File: src/rtl/fpl_pkg.sv
`timescale 1ns / 1ps
// ============================================================================
// fpl_pkg: shared types and constants of the five-point Laplacian stream
// Field widths of the register file and the result channel, register indexes,
// and the tag that travels with each result through the arithmetic pipeline.
// ============================================================================
package fpl_pkg;

    // Register file widths
    localparam int CFG_DIM_W = 11;
    localparam int SCALE_W   = 16;

    // Result channel widths
    localparam int LAP_W   = 28;
    localparam int COORD_W = 10;

    // Register reset values
    localparam logic [CFG_DIM_W-1:0] GRID_DIM_RESET = 11'd1024;
    localparam logic [SCALE_W-1:0]   SCALE_RESET    = 16'd256;

    // Register indexes of the write port
    typedef enum logic [1:0] {
        REG_GRID_WIDTH  = 2'd0,
        REG_GRID_HEIGHT = 2'd1,
        REG_INV_DX_SQ   = 2'd2,
        REG_INV_DY_SQ   = 2'd3
    } t_reg_idx;

    // Position and frame marker of one result
    typedef struct packed {
        logic [COORD_W-1:0] col;
        logic [COORD_W-1:0] row;
        logic               last;
    } t_res_tag;

endpackage

File: src/rtl/fpl_lap_unit.sv
`timescale 1ns / 1ps
// ============================================================================
// fpl_lap_unit: three-stage Laplacian arithmetic pipeline
// Second differences, Q8.8 scaling products, then sum and floor shift by 8
// into the output register.
// ============================================================================
module fpl_lap_unit
    import fpl_pkg::*;
#(
    parameter int SAMPLE_BITS = 16
) (
    input  logic                          i_clk,
    input  logic                          i_rst_n,
    input  logic                          i_req_valid,
    output logic                          o_req_ready,
    input  logic signed [SAMPLE_BITS-1:0] i_left,
    input  logic signed [SAMPLE_BITS-1:0] i_centre,
    input  logic signed [SAMPLE_BITS-1:0] i_right,
    input  logic signed [SAMPLE_BITS-1:0] i_up,
    input  logic signed [SAMPLE_BITS-1:0] i_down,
    input  t_res_tag                      i_tag,
    input  logic [SCALE_W-1:0]            i_inv_dx_sq,
    input  logic [SCALE_W-1:0]            i_inv_dy_sq,
    output logic                          o_valid,
    input  logic                          i_stall,
    output logic signed [LAP_W-1:0]       o_laplace_value,
    output t_res_tag                      o_tag
);

    localparam int DW = SAMPLE_BITS + 2;
    localparam int PW = DW + SCALE_W + 1;
    localparam int SW = PW + 1;

    logic                 r_a_valid;
    logic signed [DW-1:0] r_a_h;
    logic signed [DW-1:0] r_a_v;
    t_res_tag             r_a_tag;

    logic                 r_b_valid;
    logic signed [PW-1:0] r_b_ph;
    logic signed [PW-1:0] r_b_pv;
    t_res_tag             r_b_tag;

    logic                    r_c_valid;
    logic signed [LAP_W-1:0] r_c_val;
    t_res_tag                r_c_tag;

    logic                 rdy_a;
    logic                 rdy_b;
    logic                 rdy_c;
    logic signed [DW-1:0] hdiff;
    logic signed [DW-1:0] vdiff;
    logic signed [PW-1:0] ph;
    logic signed [PW-1:0] pv;
    logic signed [SW-1:0] sum;

    // Each stage moves when it is empty or the next one moves
    assign rdy_c       = !r_c_valid || !i_stall;
    assign rdy_b       = !r_b_valid || rdy_c;
    assign rdy_a       = !r_a_valid || rdy_b;
    assign o_req_ready = rdy_a;

    // Second differences
    assign hdiff = DW'(i_left) + DW'(i_right) - (DW'(i_centre) <<< 1);
    assign vdiff = DW'(i_up) + DW'(i_down) - (DW'(i_centre) <<< 1);

    // Scale by the Q8.8 reciprocals
    assign ph = PW'(r_a_h) * $signed(PW'({1'b0, i_inv_dx_sq}));
    assign pv = PW'(r_a_v) * $signed(PW'({1'b0, i_inv_dy_sq}));

    // Sum and floor shift
    assign sum = SW'(r_b_ph) + SW'(r_b_pv);

    always_ff @(posedge i_clk) begin
        if (!i_rst_n) begin
            r_a_valid <= 1'b0;
            r_b_valid <= 1'b0;
            r_c_valid <= 1'b0;
        end else begin
            if (rdy_a) begin
                r_a_valid <= i_req_valid;
            end
            if (rdy_b) begin
                r_b_valid <= r_a_valid;
            end
            if (rdy_c) begin
                r_c_valid <= r_b_valid;
            end
        end
    end

    always_ff @(posedge i_clk) begin
        if (rdy_a) begin
            r_a_h   <= hdiff;
            r_a_v   <= vdiff;
            r_a_tag <= i_tag;
        end
        if (rdy_b) begin
            r_b_ph  <= ph;
            r_b_pv  <= pv;
            r_b_tag <= r_a_tag;
        end
        if (rdy_c) begin
            r_c_val <= LAP_W'(sum >>> 8);
            r_c_tag <= r_b_tag;
        end
    end

    assign o_valid         = r_c_valid;
    assign o_laplace_value = r_c_val;
    assign o_tag           = r_c_tag;

endmodule

File: config.mk
export PLATFORM = sky130hd
export DESIGN_NAME = fpl_lap_unit
export DESIGN_NICKNAME = d
export VERILOG_FILES = /design/src/rtl/fpl_pkg.sv /design/src/rtl/fpl_lap_unit.sv
export SDC_FILE = /design/constraint.sdc
export NUM_CORES = 2
export LEC_CHECK = 0
export BUFFER_PORTS_ARGS = -buffer_cell sky130_fd_sc_hd__buf_4
export CAP_MARGIN = 30
export CORE_MARGIN = 2
export CORE_UTILIZATION = 45
export DETAILED_ROUTE_END_ITERATION = 6
export PLACE_DENSITY = 0.63
export SYNTH_ARGS = -nofsm -noshare
export SYNTH_HDL_FRONTEND = slang
export SYNTH_SLANG_ARGS = --single-unit
File: constraint.sdc
create_clock -name i_clk -period 8.54 [get_ports i_clk]
set_clock_uncertainty 0.2 [all_clocks]
set_input_delay 1.281 -clock i_clk [delete_from_list [all_inputs] [get_ports i_clk]]
set_output_delay 1.281 -clock i_clk [all_outputs]
set_load 0.03 [all_outputs]
Word level (Yosys, flattened, before mapping)
Index checks and enable logic that the tools add are counted.
Storage, ports and cells
  register bits: 200
  bits of input ports: 137
  output and inout port bits: 51
  logic and storage cells: 31
Operators by class
  add/subtract/negate cells: 5
  $mul: 2
  reduce and logical (&&, ||, !) cells: 7
Operators by type and width (number)
  18-bit by 17-bit multiplier with 35-bit output: 2
  35-bit by 35-bit adder with 36-bit output: 1
  17-bit by 17-bit subtractor with 18-bit output: 2
  16-bit by 16-bit adder with 17-bit output: 2
  1-bit zero test: 4
  1-bit logical OR: 3

Depth between registers and ports, before layout
  word-level depth: 4
  depth in mapped cells: 26
  gate-level depth less buffers: 25

Worst setup path after synthesis
OpenSTA, ideal clock, no wires.
  path kind: in2reg
  from: in i_inv_dy_sq[3]
  to: reg r_b_pv[34] (data pin)
  library setup time: 0.261 ns
  arrival: 7.045 ns
  setup slack: 1.034 ns
  stages on the path: 22
  buffers on the path: 2
  cell sequence: clkbuf_1 clkbuf_1 nand2_1 fa_1 fa_1 inv_1 fa_1 fa_1 fa_1 inv_1 fa_1 inv_1 ha_1 a21o_1 a21o_1 a21o_1 nand2_1 o21ai_0 nor2_1 o21ai_0 a41o_1 a311o_1
On the way
  cells in the longest elaborated chain, start to end: 1
Ends and longest elaborated chain
  start, declared: RTL line fpl_lap_unit.sv:23  | input logic [SCALE_W-1:0] i_inv_dy_sq,
  18-bit by 17-bit multiplier with 35-bit output: RTL line fpl_lap_unit.sv:69  | assign pv = PW'(r_a_v) * $signed(PW'({1'b0, i_inv_dy_sq}));
  net pv[34]: RTL line fpl_lap_unit.sv:54  | logic signed [PW-1:0] pv;
  end signal, assigned: RTL line fpl_lap_unit.sv:100  | r_b_pv <= pv;
  end, declared: RTL line fpl_lap_unit.sv:41  | logic signed [PW-1:0] r_b_pv;
The timed path passes the listed nets, and every way through them passes these cells.
A chain may end at the register's enable or synchronous reset.

Final worst setup path
  from: in i_inv_dy_sq[2]
  to: reg r_b_pv[34] (data pin)
The elaborated chain is that of the path after synthesis.

==> metrics.log <==
INFO  metric cts-hold-fix-buffers = 0
INFO  metric placed_cells = 4237
INFO  metric clk_pin_slew = 80 ps
INFO  metric slew_viol_final = 0
INFO  metric antenna_found_initial = 4
INFO  metric grt.total_usage = 20.5%
INFO  metric ios = 188
INFO  metric dominantRegCellSynth = sky130_fd_sc_hd__edfxtp_1
INFO  metric critPathMaxFanout = 18
INFO  metric tritoncts.num_buffers = 17
INFO  metric h-tree-depth = 4
INFO  metric critical_path.top_delay_family = adder cells
INFO  metric grt_pass1_wl = about 120000 µm
INFO  metric core_area = approximately 70000 µm²
INFO  metric number_of_violations_of_the_max_capacitance_limit = 0
INFO  metric initial_core_util = 45.2%
INFO  metric ant_nets = 0
INFO  metric gpl.final_weighted_congestion = 0.841
INFO  metric final.setup.tns = 0 ps
INFO  metric period_share = between 80% and 90%
INFO  metric finalSetupViolCount = 0
INFO  metric post_synth_num_cell_types = 60
INFO  metric final_non_filler_cell_total = 4269
INFO  metric post_dp_hpwl = about 57000 µm
INFO  metric max_freq = between 100 and 150 MHz
INFO  metric synth_enable_flop_cells = about 200
INFO  metric syn-instance-count = 3191
INFO  metric critical_path.n_buffers_inverters = 4
INFO  metric path_class = input port to flop
INFO  metric die-area = just over 70000 µm²
INFO  metric setup.reg_to_reg.worst_slack = ~1200 ps
INFO  metric design.final.nets = around 4.3k
INFO  metric drt-wirelength-per-cell = roughly 16 µm
INFO  metric firstDrtPassIters = 5
INFO  metric drt-initial-drc-count = between 1k and 1.5k
INFO  metric io_buffers = between 150 and 200
INFO  metric clock-sinks = 200
INFO  metric fillers = approximately 6.5k
INFO  metric grt_pass1_vias = 22.6k
INFO  metric worst_slew_margin_rel = approximately two fifths
INFO  metric worst-endpoint-required = 8540 ps
INFO  metric mappedNetlistNets = roughly 4.2k
INFO  metric fin_crit = 7410 ps
INFO  metric floorplan.die.height = roughly 270 µm
INFO  metric tightestPinTransition = ~900 ps
INFO  metric core.rowCount = just under 100
INFO  metric run_status = finished, final reports clean
INFO  metric setup.worst_path.end_class = flop
INFO  metric post_cts_resize_count = 0
INFO  metric count_of_vias_placed_by_the_detailed_router = around 21k
INFO  metric insertion_delay = approximately 450 ps
INFO  metric number_of_failing_hold_endpoints_at_the_final_stage = 0
INFO  metric cts_setup_buffers = 0
INFO  metric finalWirelength = around 69000 µm
INFO  metric cts-root-buf = sky130_fd_sc_hd__clkbuf_16
INFO  metric worst_path_max_delay_cell = sky130_fd_sc_hd__fa_1
INFO  metric grt_overflow_total = 0
INFO  metric cp_cell_sequence = buf_4 -> nand2_1 -> fa_1 -> fa_1 -> fa_1 -> fa_1 -> inv_1 -> fa_1 -> inv_1 -> fa_1 -> inv_1 -> ha_1 -> o21ai_0 -> nor2_1 -> o31ai_1 -> a21o_1 -> a22oi_1 -> o41ai_1 -> o21ai_0 -> a41o_1 -> a311o_1
INFO  metric antenna_cells = 0
INFO  metric syn2layout_area_growth = 9.32%
INFO  metric syn_area_per_cell = a little under 10 µm²
INFO  metric layout.area.seq = roughly 6000 µm²
INFO  metric cp_data_arrival_time = roughly 7400 ps
INFO  metric critPathMostFrequentCell = sky130_fd_sc_hd__fa_1
INFO  metric final_layout_size_suffix_gt1_share = under 10%
INFO  metric multi_input_area = approximately 22000 µm²
INFO  metric synth.yosys.warnings = 0
INFO  metric post_drt_via_cell_ratio = between 4 and 5
INFO  metric synth_async_sr_flop_share = 0%
INFO  metric ys_seq_area_share = 18.9%
INFO  metric rsz0062_at_grt = false
INFO  metric post-route-drc-count = 0
INFO  metric worst_setup_path_start_kind = input port
INFO  metric die_x_extent = between 200 and 300 µm
INFO  metric min_path_type = flop to flop
INFO  metric cpPeakStageDelay = 580 ps
INFO  metric synth.ff_latch_count = 200
INFO  metric tritoncts = done
INFO  metric max-clock-path-buffers = 2
INFO  metric grt_max_degree = 61
INFO  metric mappedNetlistArea = 31600 µm²
logic make-up after synthesis:
| kind of cell | Yosys count | synth area share (%) |
|---|---|---|
| buf+inv | 973 | 11.6 |
| xor+xnor | 124 | 3.44 |
| compound gates | 267 | 5.41 |
| simple gates | 763 | 11.7 |
| flops | 200 | 18.9 |
| fa+ha+maj | 864 | 49.0 |
routing by layer:
metal / vias up / part of all wire (%) / GRT usage [%] / wire (µm)
li1: 9778 / - / - / -
met1: 10600 / 43 / 27.4 / 29800
met2: 512 / 49 / 35.4 / 34100
met3: 74 / 6.0 / 3.55 / 4150
met4: 4 / 1.7 / 4.14 / 1170
met5: - / 0.039 / 0 / 27
state kept, by name, summed over array words and instances, names as in the netlist, 18 cells and up:
signal,count
r_a_tag,21
r_b_ph,35
r_b_tag,21
r_b_pv,35
o_laplace_value,28
r_a_h,18
r_a_v,18
o_tag,21
cells in the final DEF (no fill, tap or decap), types with 3 or more instances in the layout:
cell type,synthesis,final
sky130_fd_sc_hd__a211oi_1,11,11
sky130_fd_sc_hd__a21o_1,36,36
sky130_fd_sc_hd__a21oi_1,90,90
sky130_fd_sc_hd__a221oi_1,5,5
sky130_fd_sc_hd__a31o_2,3,3
sky130_fd_sc_hd__a31oi_1,9,9
sky130_fd_sc_hd__and2_1,245,245
sky130_fd_sc_hd__and3_1,7,7
sky130_fd_sc_hd__and4_1,3,3
sky130_fd_sc_hd__buf_4,0,198
sky130_fd_sc_hd__clkbuf_16,0,17
sky130_fd_sc_hd__clkinv_8,0,5
sky130_fd_sc_hd__dfxtp_1,3,3
sky130_fd_sc_hd__edfxtp_1,197,197
sky130_fd_sc_hd__fa_1,618,618
sky130_fd_sc_hd__ha_1,246,246
sky130_fd_sc_hd__inv_1,881,880
sky130_fd_sc_hd__inv_8,0,5
sky130_fd_sc_hd__nand2_1,380,378
sky130_fd_sc_hd__nand2b_1,14,14
sky130_fd_sc_hd__nand3_1,14,14
sky130_fd_sc_hd__nand4_1,8,8
sky130_fd_sc_hd__nor2_1,47,47
sky130_fd_sc_hd__nor2b_1,8,8
sky130_fd_sc_hd__nor3_1,20,20
sky130_fd_sc_hd__o2111ai_1,3,3
sky130_fd_sc_hd__o211ai_1,3,3
sky130_fd_sc_hd__o21a_1,15,15
sky130_fd_sc_hd__o21ai_0,47,47
sky130_fd_sc_hd__o21bai_1,12,12
sky130_fd_sc_hd__o31ai_1,3,3
sky130_fd_sc_hd__o41ai_1,3,3
sky130_fd_sc_hd__or2_2,6,6
sky130_fd_sc_hd__xnor2_1,99,99
sky130_fd_sc_hd__xor2_1,25,25
layout make-up:
cell class	instances	area share, %
clock inverters	15	0.555
inverters	881	9.59
clock buffers	17	1.23
repair buffers	198	4.31
flip-flops and latches	200	17.3
well taps	940	3.41
multi-input cells	2018	63.6
per-stage QoR:
stage | setup slack [ps] | utilization [%] | area (µm²) | hold slack (ps)
3_5_place_dp | 626 | 48.6 | 33900 | 205
3_3_place_gp | 666 | 48.6 | 33900 | 201
6_report | 1130 | 49.4 | 34500 | 211
4_1_cts | 1100 | 49.4 | 34500 | 214
2_1_floorplan | 1030 | - | 31600 | 200
5_1_grt | 738 | 49.4 | 34500 | 216
path summary, 6_finish.rpt:
kind                  start    endpoint  cells past startpoint
max          i_inv_dy_sq[2]  r_b_pv[34]                     21
min              r_b_tag[0]    o_tag[0]                      0
max reg2reg       r_a_v[10]  r_b_pv[34]                     20
min reg2reg      r_b_tag[0]    o_tag[0]                      0
synth_stat cells, types with 20 or more instances:
cell / instances / area share (%)
sky130_fd_sc_hd__nor3_1: 20 / 0.32
sky130_fd_sc_hd__o21ai_0: 47 / 0.75
sky130_fd_sc_hd__fa_1: 618 / 39
sky130_fd_sc_hd__and2_1: 245 / 4.9
sky130_fd_sc_hd__ha_1: 246 / 9.8
sky130_fd_sc_hd__nand2_1: 380 / 4.5
sky130_fd_sc_hd__inv_1: 881 / 10
sky130_fd_sc_hd__a21oi_1: 90 / 1.4
sky130_fd_sc_hd__xor2_1: 25 / 0.69
sky130_fd_sc_hd__nor2_1: 47 / 0.56
sky130_fd_sc_hd__edfxtp_1: 197 / 19
sky130_fd_sc_hd__xnor2_1: 99 / 2.7
sky130_fd_sc_hd__a21o_1: 36 / 0.86
sky130_fd_sc_hd__clkbuf_1: 92 / 1.1
Power is left out: the tool's default activity adds up to more than one toggle a clock period on the data nets, which glitch-free logic cannot reach.
